--- src/design/exprtok_pkg.sv ---
package exprtok_pkg;

	localparam int QUEUE_DEPTH = 4;

	localparam logic [2:0] CLS_IDENT  = 3'd0;
	localparam logic [2:0] CLS_NUMBER = 3'd1;
	localparam logic [2:0] CLS_OPER   = 3'd2;
	localparam logic [2:0] CLS_LPAREN = 3'd3;
	localparam logic [2:0] CLS_RPAREN = 3'd4;
	localparam logic [2:0] CLS_EOE    = 3'd5;
	localparam logic [2:0] CLS_ERROR  = 3'd6;

	localparam logic [7:0] CH_UNDERSCORE = 8'h5F;
	localparam logic [7:0] CH_E_LOWER    = 8'h65;
	localparam logic [7:0] CH_E_UPPER    = 8'h45;
	localparam logic [7:0] CH_DOT        = 8'h2E;
	localparam logic [7:0] CH_LPAREN     = 8'h28;
	localparam logic [7:0] CH_RPAREN     = 8'h29;
	localparam logic [7:0] CH_CARET      = 8'h5E;
	localparam logic [7:0] CH_ZERO       = 8'h30;
	localparam logic [7:0] CH_NINE       = 8'h39;
	localparam logic [7:0] CH_PLUS       = 8'h2B;
	localparam logic [7:0] CH_MINUS      = 8'h2D;
	localparam logic [7:0] CH_STAR       = 8'h2A;
	localparam logic [7:0] CH_SLASH      = 8'h2F;
	localparam logic [7:0] CH_SPACE      = 8'h20;
	localparam logic [7:0] CH_TAB        = 8'h09;
	localparam logic [7:0] CH_CR         = 8'h0D;
	localparam logic [7:0] CH_UPPER_A    = 8'h41;
	localparam logic [7:0] CH_UPPER_Z    = 8'h5A;
	localparam logic [7:0] CH_LOWER_A    = 8'h61;
	localparam logic [7:0] CH_LOWER_Z    = 8'h7A;
	localparam logic [7:0] CASE_OFFSET   = 8'h20;

	typedef struct packed {
		logic [7:0] out_char;
		logic [2:0] token_class;
		logic       token_end;
		logic       last;
	} res_t;

	// one queue entry: the results of one input transaction
	typedef struct packed {
		logic two;
		res_t r0;
		res_t r1;
	} entry_t;

	typedef struct packed {
		logic full;
		logic nonempty;
	} q_stat_t;

	function automatic logic is_digit(input logic [7:0] c);
		return (c >= CH_ZERO) && (c <= CH_NINE);
	endfunction

	function automatic logic is_upper(input logic [7:0] c);
		return (c >= CH_UPPER_A) && (c <= CH_UPPER_Z);
	endfunction

	function automatic logic is_ident_start(input logic [7:0] c);
		return is_upper(c) || ((c >= CH_LOWER_A) && (c <= CH_LOWER_Z)) ||
			(c == CH_UNDERSCORE);
	endfunction

	function automatic logic is_space(input logic [7:0] c);
		return (c == CH_SPACE) || ((c >= CH_TAB) && (c <= CH_CR));
	endfunction

	function automatic logic is_oper(input logic [7:0] c);
		return (c == CH_PLUS) || (c == CH_MINUS) || (c == CH_STAR) ||
			(c == CH_SLASH) || (c == CH_CARET);
	endfunction

	function automatic logic [7:0] to_lower(input logic [7:0] c);
		return is_upper(c) ? c + CASE_OFFSET : c;
	endfunction

endpackage

--- src/design/exprtok_front.sv ---
module exprtok_front (
	input  logic                  clk,
	input  logic                  arst_n,
	input  logic                  accept,
	input  logic [7:0]            char_code,
	input  logic                  end_of_text,
	output logic                  push,
	output exprtok_pkg::entry_t   entry
);

	typedef enum logic [9:0] {
		M_IDLE  = 10'b0000000001,
		M_IDENT = 10'b0000000010,
		M_ZERO  = 10'b0000000100,
		M_INT   = 10'b0000001000,
		M_DOT   = 10'b0000010000,
		M_FRAC  = 10'b0000100000,
		M_EXP   = 10'b0001000000,
		M_ESIGN = 10'b0010000000,
		M_EDIG  = 10'b0100000000,
		M_ERR   = 10'b1000000000
	} mode_t;

	mode_t      mode_q, nxt_mode;
	logic [7:0] held_q, nxt_held;

	logic              st_put, st_hold;
	logic [7:0]        st_char;
	mode_t             st_mode;
	exprtok_pkg::res_t st_res;

	logic       do_extend, do_fail, do_finish, do_start;
	logic [7:0] ext_char;
	mode_t      ext_mode;
	logic [2:0] held_cls;
	logic       n_any, n_two;
	exprtok_pkg::res_t r0, r1;

	// token start from between tokens
	always_comb begin
		st_put  = 1'b0;
		st_hold = 1'b0;
		st_char = char_code;
		st_mode = M_IDLE;
		st_res  = '{out_char: char_code, token_class: exprtok_pkg::CLS_ERROR,
			token_end: 1'b1, last: 1'b0};
		priority if (exprtok_pkg::is_space(char_code)) begin
			st_mode = M_IDLE;
		end else if (exprtok_pkg::is_digit(char_code)) begin
			st_hold = 1'b1;
			st_mode = (char_code == exprtok_pkg::CH_ZERO) ? M_ZERO : M_INT;
		end else if (exprtok_pkg::is_ident_start(char_code)) begin
			st_hold = 1'b1;
			st_char = exprtok_pkg::to_lower(char_code);
			st_mode = M_IDENT;
		end else if (char_code == exprtok_pkg::CH_LPAREN) begin
			st_put = 1'b1;
			st_res.token_class = exprtok_pkg::CLS_LPAREN;
		end else if (char_code == exprtok_pkg::CH_RPAREN) begin
			st_put = 1'b1;
			st_res.token_class = exprtok_pkg::CLS_RPAREN;
		end else if (exprtok_pkg::is_oper(char_code)) begin
			st_put = 1'b1;
			st_res.token_class = exprtok_pkg::CLS_OPER;
		end else begin
			st_put  = 1'b1;
			st_mode = M_ERR;
		end
	end

	always_comb begin
		do_extend = 1'b0;
		do_fail   = 1'b0;
		do_finish = 1'b0;
		do_start  = 1'b0;
		ext_char  = char_code;
		ext_mode  = mode_q;
		unique case (mode_q)
			M_ERR: begin
			end
			M_IDENT: begin
				if (exprtok_pkg::is_ident_start(char_code) ||
						exprtok_pkg::is_digit(char_code)) begin
					do_extend = 1'b1;
					ext_char  = exprtok_pkg::to_lower(char_code);
				end else begin
					do_finish = 1'b1;
				end
			end
			M_ZERO, M_INT, M_FRAC: begin
				priority if (exprtok_pkg::is_digit(char_code)) begin
					if (mode_q == M_ZERO) begin
						do_fail = 1'b1;
					end else begin
						do_extend = 1'b1;
					end
				end else if (char_code == exprtok_pkg::CH_DOT && mode_q != M_FRAC) begin
					do_extend = 1'b1;
					ext_mode  = M_DOT;
				end else if (char_code == exprtok_pkg::CH_E_LOWER ||
						char_code == exprtok_pkg::CH_E_UPPER) begin
					do_extend = 1'b1;
					ext_char  = exprtok_pkg::CH_E_LOWER;
					ext_mode  = M_EXP;
				end else if (exprtok_pkg::is_ident_start(char_code)) begin
					do_fail = 1'b1;
				end else begin
					do_finish = 1'b1;
				end
			end
			M_DOT: begin
				ext_mode  = M_FRAC;
				do_extend = exprtok_pkg::is_digit(char_code);
				do_fail   = !exprtok_pkg::is_digit(char_code);
			end
			M_EXP: begin
				priority if (char_code == exprtok_pkg::CH_PLUS ||
						char_code == exprtok_pkg::CH_MINUS) begin
					do_extend = 1'b1;
					ext_mode  = M_ESIGN;
				end else if (exprtok_pkg::is_digit(char_code)) begin
					do_extend = 1'b1;
					ext_mode  = M_EDIG;
				end else begin
					do_fail = 1'b1;
				end
			end
			M_ESIGN: begin
				ext_mode  = M_EDIG;
				do_extend = exprtok_pkg::is_digit(char_code);
				do_fail   = !exprtok_pkg::is_digit(char_code);
			end
			M_EDIG: begin
				priority if (exprtok_pkg::is_digit(char_code)) begin
					do_extend = 1'b1;
				end else if (exprtok_pkg::is_ident_start(char_code)) begin
					do_fail = 1'b1;
				end else begin
					do_finish = 1'b1;
				end
			end
			default: begin
				do_start = 1'b1;
			end
		endcase
	end

	assign held_cls = (mode_q == M_IDENT) ? exprtok_pkg::CLS_IDENT : exprtok_pkg::CLS_NUMBER;

	always_comb begin
		nxt_mode = mode_q;
		nxt_held = held_q;
		n_any    = 1'b0;
		n_two    = 1'b0;
		r0 = '{out_char: held_q, token_class: held_cls, token_end: 1'b1, last: 1'b0};
		r1 = '{out_char: 8'h00, token_class: exprtok_pkg::CLS_EOE, token_end: 1'b1,
			last: 1'b1};
		if (end_of_text) begin
			nxt_mode = M_IDLE;
			nxt_held = 8'h00;
			n_any    = 1'b1;
			priority if (mode_q == M_DOT || mode_q == M_EXP || mode_q == M_ESIGN) begin
				n_two = 1'b1;
				r0 = '{out_char: 8'h00, token_class: exprtok_pkg::CLS_ERROR,
					token_end: 1'b1, last: 1'b0};
			end else if (mode_q == M_IDENT || mode_q == M_ZERO || mode_q == M_INT ||
					mode_q == M_FRAC || mode_q == M_EDIG) begin
				n_two = 1'b1;
			end else begin
				r0 = r1;
			end
		end else if (do_extend) begin
			n_any = 1'b1;
			r0.token_end = 1'b0;
			nxt_held = ext_char;
			nxt_mode = ext_mode;
		end else if (do_fail) begin
			n_any = 1'b1;
			r0 = '{out_char: char_code, token_class: exprtok_pkg::CLS_ERROR,
				token_end: 1'b1, last: 1'b0};
			nxt_held = 8'h00;
			nxt_mode = M_ERR;
		end else if (do_finish) begin
			n_any = 1'b1;
			n_two = st_put;
			r1 = st_res;
			nxt_held = st_hold ? st_char : 8'h00;
			nxt_mode = st_mode;
		end else if (do_start) begin
			n_any = st_put;
			r0 = st_res;
			nxt_held = st_hold ? st_char : 8'h00;
			nxt_mode = st_mode;
		end
		r0.last = !n_two;
		r1.last = 1'b1;
	end

	assign push  = accept && n_any;
	assign entry = '{two: n_two, r0: r0, r1: r1};

	always_ff @(posedge clk or negedge arst_n) begin
		if (!arst_n) begin
			mode_q <= M_IDLE;
			held_q <= 8'h00;
		end else if (accept) begin
			mode_q <= nxt_mode;
			held_q <= nxt_held;
		end
	end

endmodule

--- src/design/exprtok_queue.sv ---
module exprtok_queue #(
	parameter int DEPTH = exprtok_pkg::QUEUE_DEPTH
) (
	input  logic                  clk,
	input  logic                  arst_n,
	input  logic                  push,
	input  exprtok_pkg::entry_t   wr_entry,
	input  logic                  pop,
	output exprtok_pkg::entry_t   rd_entry,
	output exprtok_pkg::q_stat_t  stat
);

	localparam int IDX_W = (DEPTH > 1) ? $clog2(DEPTH) : 1;
	localparam int CNT_W = $clog2(DEPTH + 1);

	exprtok_pkg::entry_t slots_q [DEPTH];
	logic [IDX_W-1:0] wr_ptr_q, rd_ptr_q;
	logic [CNT_W-1:0] count_q;
	logic do_push, do_pop;

	assign stat.full     = (count_q == CNT_W'(DEPTH));
	assign stat.nonempty = (count_q != '0);
	assign do_push  = push && !stat.full;
	assign do_pop   = pop && stat.nonempty;
	assign rd_entry = slots_q[rd_ptr_q];

	always_ff @(posedge clk) begin
		if (do_push) begin
			slots_q[wr_ptr_q] <= wr_entry;
		end
	end

	always_ff @(posedge clk or negedge arst_n) begin
		if (!arst_n) begin
			wr_ptr_q <= '0;
			rd_ptr_q <= '0;
			count_q  <= '0;
		end else begin
			if (do_push) begin
				wr_ptr_q <= (wr_ptr_q == IDX_W'(DEPTH - 1)) ? '0 : wr_ptr_q + 1'b1;
			end
			if (do_pop) begin
				rd_ptr_q <= (rd_ptr_q == IDX_W'(DEPTH - 1)) ? '0 : rd_ptr_q + 1'b1;
			end
			if (do_push && !do_pop) begin
				count_q <= count_q + 1'b1;
			end else if (do_pop && !do_push) begin
				count_q <= count_q - 1'b1;
			end
		end
	end

endmodule

--- src/design/exprtok_back.sv ---
module exprtok_back (
	input  logic                  clk,
	input  logic                  arst_n,
	input  exprtok_pkg::entry_t   entry,
	input  exprtok_pkg::q_stat_t  stat,
	output logic                  pop,
	output logic                  out_valid,
	input  logic                  out_ready,
	output exprtok_pkg::res_t     out_res
);

	exprtok_pkg::entry_t ent_q;
	logic valid_q, sel_q;
	logic advance, done;

	assign advance   = valid_q && out_ready;
	assign done      = advance && (sel_q || !ent_q.two);
	assign pop       = stat.nonempty && (!valid_q || done);
	assign out_valid = valid_q;
	assign out_res   = sel_q ? ent_q.r1 : ent_q.r0;

	always_ff @(posedge clk) begin
		if (pop) begin
			ent_q <= entry;
		end
	end

	always_ff @(posedge clk or negedge arst_n) begin
		if (!arst_n) begin
			valid_q <= 1'b0;
			sel_q   <= 1'b0;
		end else if (pop) begin
			valid_q <= 1'b1;
			sel_q   <= 1'b0;
		end else if (done) begin
			valid_q <= 1'b0;
			sel_q   <= 1'b0;
		end else if (advance) begin
			sel_q <= 1'b1;
		end
	end

endmodule

--- src/design/expression_tokenizer.sv ---
// Streaming lexer for arithmetic expressions. One ASCII character (or an end-of-text mark)
// goes in per transaction; each token character comes out once, tagged with its class and an
// end-of-token flag, identifiers lowercased and an exponent mark as 'e'. The last character of
// an identifier or number is held until the next character shows where the token ends. A
// character is accepted every cycle while the result queue has room; the output register
// issues one result per cycle while the consumer is ready, so a character that yields two
// results (a finished token plus a single-character token, or a flush at end of text) takes
// the output for both in turn. The first result passes through the queue and then the output
// register before it is presented. After an error result further characters give nothing
// until end of text; the consumer drops the partial token.
module expression_tokenizer #(
	parameter int QUEUE_DEPTH = exprtok_pkg::QUEUE_DEPTH
) (
	input  logic       clk,
	input  logic       arst_n,
	input  logic       s_tvalid,
	output logic       s_tready,
	input  logic [7:0] s_tdata,   // [7:0] char_code
	input  logic [0:0] s_tuser,   // [0] end_of_text
	output logic       m_tvalid,
	input  logic       m_tready,
	output logic [7:0] m_tdata,   // [7:0] out_char
	output logic [3:0] m_tuser,   // [2:0] token_class, [3] token_end
	output logic       m_tlast
);

	exprtok_pkg::entry_t  wr_entry, rd_entry;
	exprtok_pkg::q_stat_t stat;
	exprtok_pkg::res_t    res;
	logic accept, push, pop;

	assign s_tready = !stat.full;
	assign accept   = s_tvalid && s_tready;

	exprtok_front u_front (
		.clk        (clk),
		.arst_n     (arst_n),
		.accept     (accept),
		.char_code  (s_tdata),
		.end_of_text(s_tuser[0]),
		.push       (push),
		.entry      (wr_entry)
	);

	exprtok_queue #(
		.DEPTH(QUEUE_DEPTH)
	) u_queue (
		.clk     (clk),
		.arst_n  (arst_n),
		.push    (push),
		.wr_entry(wr_entry),
		.pop     (pop),
		.rd_entry(rd_entry),
		.stat    (stat)
	);

	exprtok_back u_back (
		.clk      (clk),
		.arst_n   (arst_n),
		.entry    (rd_entry),
		.stat     (stat),
		.pop      (pop),
		.out_valid(m_tvalid),
		.out_ready(m_tready),
		.out_res  (res)
	);

	assign m_tdata = res.out_char;
	assign m_tuser = {res.token_end, res.token_class};
	assign m_tlast = res.last;

	a_eoe_last: assert property (@(posedge clk) disable iff (!arst_n)
		m_tvalid && m_tuser[2:0] == exprtok_pkg::CLS_EOE |-> m_tlast && m_tuser[3])
		else $error("end result not final");

	a_err_end: assert property (@(posedge clk) disable iff (!arst_n)
		m_tvalid && m_tuser[2:0] == exprtok_pkg::CLS_ERROR |-> m_tuser[3])
		else $error("error result without token end");

	a_first_kind: assert property (@(posedge clk) disable iff (!arst_n)
		m_tvalid && !m_tlast |-> m_tuser[2:0] == exprtok_pkg::CLS_IDENT ||
			m_tuser[2:0] == exprtok_pkg::CLS_NUMBER ||
			m_tuser[2:0] == exprtok_pkg::CLS_ERROR)
		else $error("unexpected class in leading result");

	a_no_push_full: assert property (@(posedge clk) disable iff (!arst_n)
		push |-> !stat.full)
		else $error("queue push while full");

endmodule
--- config.mk ---
export PLATFORM = sky130hd
export DESIGN_NAME = expression_tokenizer
export DESIGN_NICKNAME = d
export VERILOG_FILES = /design/src/design/exprtok_pkg.sv /design/src/design/exprtok_front.sv /design/src/design/exprtok_queue.sv /design/src/design/exprtok_back.sv /design/src/design/expression_tokenizer.sv
export SDC_FILE = /design/constraint.sdc
export NUM_CORES = 1
export LEC_CHECK = 0
export BUFFER_PORTS_ARGS = -buffer_cell sky130_fd_sc_hd__buf_2
export CAP_MARGIN = 5
export CORE_ASPECT_RATIO = 1.4
export CORE_UTILIZATION = 59
export CTS_BUF_LIST = sky130_fd_sc_hd__clkbuf_8
export CTS_CLUSTER_SIZE = 16
export DETAILED_ROUTE_END_ITERATION = 7
export PLACE_DENSITY = 0.87
export SLEW_MARGIN = 10
export SYNTH_ARGS = -nofsm -noshare
export SYNTH_HDL_FRONTEND = slang
export SYNTH_HIERARCHICAL = 1
export SYNTH_SLANG_ARGS = --single-unit
export TNS_END_PERCENT = 10
--- constraint.sdc ---
create_clock -name clk -period 5.4 [get_ports clk]
set_input_delay 1.08 -clock clk [delete_from_list [all_inputs] [get_ports clk]]
set_output_delay 1.08 -clock clk [all_outputs]
set_load 0.05 [all_outputs]
; Word level (Yosys, flattened, before mapping)
; Memory sizes are Yosys's and may differ from the RTL's. A register that Yosys moved wholly into a read port is not among the register bits.
; Cells that the tools add are included.
[classes]
n_reduce_logical = 47
n_eq_ne = 31
muxes = 103
magnitude_cmp = 8
n_addsub = 5
[op_table]
columns = operator, count
row1 = $mux 10, 16
row2 = $mux 13, 11
row3 = $mux 8, 14
row4 = $eq 8x6->1 const B, 9
row5 = $mux 1, 45
row6 = $pmux 10 s4, 1
row7 = $eq 8x7->1 const B, 4
row8 = $mux 3, 8
row9 = $logic_or 1x1->1, 17
row10 = $ge 8x7->1 const B, 2
row11 = $le 8x7->1 const B, 2
row12 = $pmux 8 s2, 1
row13 = $logic_and 1x1->1, 14
row14 = $mux 11, 1
row15 = $eq 10x10->1 const B, 1
row16 = $eq 10x2->1 const B, 1
row17 = $eq 10x3->1 const B, 1
row18 = $eq 10x4->1 const B, 1
row19 = $eq 10x5->1 const B, 1
row20 = $eq 10x6->1 const B, 1
row21 = $eq 10x7->1 const B, 1
row22 = $eq 10x8->1 const B, 1
row23 = $eq 10x9->1 const B, 1
row24 = $ne 10x6->1 const B, 1
row25 = other kinds (27), 39
[totals]
register_bits = 28
mem_count = 1
input_bits = 13
ramBits = 104
output_inout_bits = 15
word_cells = 203
[mem_list]
columns = memory, words, width, read_ports, rd_ports_with_merged_regs, write_ports, line_no
row1 = u_queue.slots_q, 4, 26, 1, 1, 1, exprtok_queue.sv:16  ; exprtok_pkg::entry_t slots_q [DEPTH];

; Longest topological paths before layout
[depth]
depth_word = 19
mapped_depth = 18
ltp_nobuf = 16

; Modules after synthesis
; Netlist, hierarchy kept.
[by_module_without_submodules]
columns = mod, area_each_um2, instances, seq_area_each_um2, cells_each
row1 = exprtok_queue, 4360.4, 1, 3418.3, 178
row2 = exprtok_front, 2003.2, 1, 451.7, 252
row3 = exprtok_back, 1119.8, 1, 860.8, 51
row4 = expression_tokenizer, 10.0, 1, 0.0, 2

; Worst setup path before layout
; No wires, ideal clock.
[synth_path]
kind = in2reg
start = in s_tdata[7]
end = mem u_queue/slots_q[3][0] (netlist name), enable pin
cell_stages = 12
setup_slack_ns = 0.665
required_time_ns = 4.989
arrival_time_ns = 4.324
setup_time_ns = 0.411
n_path_buf = 4
path_cell_list = buf_2 nand4bb_1 or2_2 clkbuf_1 a311oi_1 or4_1 buf_2 o21ai_4 buf_6 a31oi_1 nand2_1 nor2_1
[synth_between]
elab_chain_len = 17
elab_cells_between_ends = 59
classes_between = order compare (8) / eq/ne (7) / mux (30) / reduce/logical (14)
[synth_lines]
columns = element, line_no
row1 = start: declaration, expression_tokenizer.sv:18  ; input logic [7:0] s_tdata,
row2 = $ge 8x7->1 (tied with other cells), exprtok_pkg.sv:59  ; return (c >= CH_UPPER_A) && (c <= CH_UPPER_Z);
row3 = "$logic_and 1x1->1, on equally long branches", "exprtok_pkg.sv:59, exprtok_pkg.sv:63"
row4 = $logic_or 1x1->1 (2 in a row), exprtok_pkg.sv:63  ; return is_upper(c) || ((c >= CH_LOWER_A) && (c <= CH_LOWER_Z)) ||
row5 = $mux 1, "exprtok_front.sv:52, exprtok_front.sv:105, exprtok_front.sv:136"
row6 = $mux 1, exprtok_front.sv:100  ; end else if (char_code == exprtok_pkg::CH_E_LOWER ||
row7 = $mux 1, exprtok_front.sv:97  ; end else if (char_code == exprtok_pkg::CH_DOT && mode_q != M_FRAC) begin
row8 = $mux 1, exprtok_front.sv:91  ; priority if (exprtok_pkg::is_digit(char_code)) begin
row9 = $pmux 1 s3, exprtok_front.sv:78  ; unique case (mode_q)
row10 = $mux 1, exprtok_front.sv:183  ; end else if (do_finish) begin
row11 = $mux 1, exprtok_front.sv:177  ; end else if (do_fail) begin
row12 = $mux 1 *, exprtok_front.sv:172  ; end else if (do_extend) begin
row13 = $mux 1 *, exprtok_front.sv:158  ; if (end_of_text) begin
row14 = $logic_and 1x1->1 *, exprtok_front.sv:199  ; assign push = accept && n_any;
row15 = named net push, expression_tokenizer.sv:30  ; logic accept, push, pop;
row16 = $logic_and 1x1->1 *, exprtok_queue.sv:23  ; assign do_push = push && !stat.full;
row17 = $mux 1 *, exprtok_queue.sv:28  ; if (do_push) begin
row18 = $mux 1 (not written as such) *, exprtok_queue.sv:29  ; slots_q[wr_ptr_q] <= wr_entry;
row19 = end: declaration, exprtok_queue.sv:16
; The timed path passes the listed nets; every way through them passes the cells marked *.

; Worst setup path after layout
[layout_path]
start = in s_tdata[2]
end = reg u_queue.count_q[2]
[layout_between]
elab_chain_len = 18
elab_cells_between_ends = 62
classes_between = order compare (8) / eq/ne (7) / mux (29) / reduce/logical (18)
[layout_lines]
columns = element, line_no
row1 = $ge 8x7->1 (tied with other cells), exprtok_pkg.sv:59
row2 = "$logic_and 1x1->1, on equally long branches", "exprtok_pkg.sv:59, exprtok_pkg.sv:63"
row3 = $logic_or 1x1->1 (2 in a row), exprtok_pkg.sv:63
row4 = $mux 1, "exprtok_front.sv:52, exprtok_front.sv:105, exprtok_front.sv:136"
row5 = $mux 1, exprtok_front.sv:100
row6 = $mux 1, exprtok_front.sv:97
row7 = $mux 1, exprtok_front.sv:91
row8 = $pmux 1 s3, exprtok_front.sv:78
row9 = [... 3 more ...], n/a
row10 = $mux 1 *, exprtok_front.sv:158
row11 = $logic_and 1x1->1 *, exprtok_front.sv:199
row12 = named net push, expression_tokenizer.sv:30
row13 = $logic_and 1x1->1 *, exprtok_queue.sv:23
row14 = named net u_queue.do_push, exprtok_queue.sv:19  ; logic do_push, do_pop;
row15 = $logic_not 1->1, exprtok_queue.sv:47  ; end else if (do_pop && !do_push) begin
row16 = $logic_and 1x1->1, exprtok_queue.sv:47
row17 = $reduce_bool 2->1 (no line), n/a
row18 = end signal: assignment, exprtok_queue.sv:46  ; count_q <= count_q + 1'b1;
row19 = end signal: assignment, exprtok_queue.sv:48  ; count_q <= count_q - 1'b1;
row20 = end: declaration, exprtok_queue.sv:18  ; logic [CNT_W-1:0] count_q;
; Marked as above.
; A chain may end at the register's enable or synchronous reset.

==> results.md <==
* Met2 Use GR at 42.5%
* Diodes inserted at 0
* Slowest CP cell: or4_4
* Critical Path RT at 5770 ps
* Via-per-instance ratio at around 6.4
* Final worst-path cycle share at 80.8%
* Worst Max-Slew Pin Slew at about 930 ps
* Final setup viols at 0
* # port buffers at 27
* H-tree Lvls at 4
* Fin. Hold Viols at 0
* Chip width at 97.2 um
* Core area at 12400 um^2
* Area post-placement at 7690 um^2
* PD cells at 516 nW/um^2
* Tot GR Track Use at 23.8%
* Synth Cell Area at 7490 um^2
* Startpoint Class: primary input
* Status: finished, final reports clean
* RSZ-0062 raised after global routing: no
* Area of the multi-input gates at ~2500 um^2
* Worst R2R Setup Slack at 1270 ps
* Critical path's largest stage delay at 590 ps
* Post-CTS Hold Buffers at 0
* #FFs+latches synth at 162
* Register area at 4730 um^2
* TNS Setup at 0 ps
* Final ANT Viol Nets at 0
* Worst reg2reg path endpoint: u_queue/count_q[2]$_DFFE_PN0P_
* Met1 usage at 27.9%
* Top cells by area, synth: edfxtp_1 (54%), dfrtp_1 (8.7%), mux4_2 (7.8%)
* Clock period minus worst slack at between 4000 and 5000 ps
* Final HPWL from detailed placement at 10200 um
* Fmax at 229 MHz
* Global-route wire length before repair at 23300 um
* Root Driver: clkbuf_8
* CP endpoint: u_queue/count_q[2]$_DFFE_PN0P_
* Worst rel slew slack at a little under two fifths
* Met3 Usage GRT at 4.95%
* P&R area growth vs syn at 7.81%
* Synth area leader: edfxtp_1
* Number of synthesized flops with an enable pin at 135
* CP endpoint kind: flip-flop
* Die Area at 13200 um^2
* Post-CTS Setup Bufs at 0
* Post-CTS sizing at 0
* Crit path arrival time at 4730 ps
* Final-report max-slew violation count at 0
* Distinct cells, synth at 80
* Initial drt markers at 309
* Gate count of the mapped netlist at 483
* Routed via count at 4323
* Synth Flop Type: edfxtp_1
* Post-Syn Area per Cell at 15.5 um^2
* Seq/Total Area, Yosys at 63.1%
* GPL Wtd Cong at 0.909
* MaxCap Viol Count at 0
* Avg WL per Cell at 21.8 um
* Worst-path maximum fanout at 12
* Pin count of the biggest net entering global routing at 32
* Commonest cells post-synth: edfxtp_1 (135), dfrtp_1 (26), mux4_2 (26)
* Initial antenna violation count at 0
* Reg clk slew, reported paths at approximately 90 ps
* CTS tree: yes
* Reg2reg path depth at 15
* DRC errors left at 0
* Fillers at 821
* Top cell type's share of synthesized area at about 54%
* Gr busiest metal: met2
* HP Class: flip-flop to flip-flop
* VDD IR-drop max at 0.304 mV
* Die height at 135 um
* Max Clock Skew at between 10 and 15 ps
* Starting Density at 60.6%
* Post-route cell area at 8080 um^2
* Routed wire length at 14600 um
* Async SR Flop Fraction at 16.7%
* Clock sink total at about 160
* Reg2reg start: u_front/mode_q[6]$_DFFE_PN0P_
* Num ports at 28
* Final Util at 65.3%
* Leakage power at 2.83 nW
* Total CTS buffers at 17
* Clock latency at the later pin of the worst-skew pair at approximately 450 ps
* Row count at 48
* Vias in the first global route at 4365
* Crit-path cells: buf_2, or4_4, o31a_1, o22ai_4, o2111ai_2, nand4_2, o21ai_4, a31oi_1, nor2b_2, ha_1, inv_1, fa_1, xor2_1, nor2_1, xor2_1
* Max clock buf depth at 2
* Top-count cell post-synth: edfxtp_1
* Ys Warns at 6
* Share of post-route cells with drive strength above 1 at approximately 26%
* Setup CP Type: primary input to flip-flop
* DR pass1 iterations at 5
* Global route overflow at 0
* Cell repeated most along the worst path: xor2_1
* Nets at 530
* Crit path from: s_tdata[2]
## per-layer routing
layer  share of wire, %  vias to the layer above
met5                  0                        -
met4                2.7                        0
met3                4.8                       34
met2                 54                      171
met1                 39                     2167
li1                   -                     1951
## layout make-up
class | instances | area share (%)
Tap cell | 150 | 2.32
Clock buffer | 18 | 3.07
Clock inverter | 14 | 1.75
Sequential cell | 162 | 58.6
Timing Repair Buffer | 35 | 2.42
Inverter | 14 | 0.650
Multi-Input combinational cell | 278 | 31.2
## critical path, delay by kind of cell
family / cells / cell delay, ps
and+or+nand+nor: 4 / 1250
AOI/OAI and AO/OA: 5 / 1180
xor gates and xnor gates: 2 / 320
adders and majority gates: 2 / 640
buffers and inverters: 2 / 250
## power by group
part	internal [W]	total [W]	switching (W)	leakage [nW]
clock	0.000356	0.000841	0.000485	0.190
sequential	0.00176	0.00197	0.000208	1.59
combinational	0.000562	0.00135	0.000792	1.06
## state kept, by name, indices dropped and copies added (netlist names)
register,flops
u_front/mode_q,10
u_back/ent_q,27
u_queue/rd_ptr_q,2
u_front/held_q,8
u_queue/wr_ptr_q,2
u_back/sel_q,1
u_back/out_valid,1
u_queue/slots_q,108
u_queue/count_q,3
## worst min path at each step
| stage | endpoint | from | depth (start not counted) | slack [ps] |
|---|---|---|---|---|
| finish | u_front/held_q[0]$_DFFE_PN0P_ | u_front/held_q[0]$_DFFE_PN0P_ | 2 | 500 |
| global route | u_front/held_q[0]$_DFFE_PN0P_ | u_front/held_q[0]$_DFFE_PN0P_ | 2 | 510 |
| CTS | u_front/held_q[0]$_DFFE_PN0P_ | u_front/held_q[0]$_DFFE_PN0P_ | 2 | 490 |
| detailed placement | u_front/held_q[0]$_DFFE_PN0P_ | u_front/held_q[0]$_DFFE_PN0P_ | 2 | 470 |
| global placement | u_front/held_q[1]$_DFFE_PN0P_ | u_front/held_q[1]$_DFFE_PN0P_ | 2 | 460 |
| floorplan | u_front/held_q[0]$_DFFE_PN0P_ | u_front/held_q[0]$_DFFE_PN0P_ | 2 | 440 |
## layout by cell type, fill, tap and decap left out, types with 3 or more instances in the layout
cell	n
a21oi_1	9
a22o_1	9
and2_1	8
buf_2	27
buf_4	8
clkbuf_8	18
clkinvlp_4	3
dfrtp_1	25
edfxtp_1	135
ha_1	8
inv_1	14
inv_8	6
mux2_1	6
mux2_2	14
mux2_4	9
mux4_2	26
nand2_1	24
nand2b_1	3
nand3_1	12
nand3b_1	3
nand4_1	6
nor2_1	19
nor2b_1	7
nor3_1	14
nor3b_1	3
nor4_1	5
o211ai_1	3
o21a_1	3
o21ai_0	8
o21ai_1	3
o31a_1	3
o41ai_1	7
xnor2_1	4
xor2_1	4
## metrics by stage
stage	total power [W]	setup WS [ps]	hold slack (ps)	instances
4_1_cts	0.00420	1100	494	671
6_report	0.00417	1040	497	671
3_5_place_dp	0.00337	624	473	639
2_1_floorplan	0.00308	665	443	484
3_3_place_gp	0.00330	657	459	639
5_1_grt	0.00436	833	511	671
## logic make-up after synthesis
| kind of cell | share of synthesized area, % |
|---|---|
| AO/OA/AOI/OAI | 7.00 |
| XOR/XNOR | 0.935 |
| adder cells (fa/ha/maj) | 1.60 |
| buffers and inverters | 3.36 |
| flip-flops | 63.1 |
| multiplexers | 13.2 |
| other | 0.0500 |
| AND/OR/NAND/NOR | 10.7 |
No activity file was read; power rests on OpenSTA's default activity.
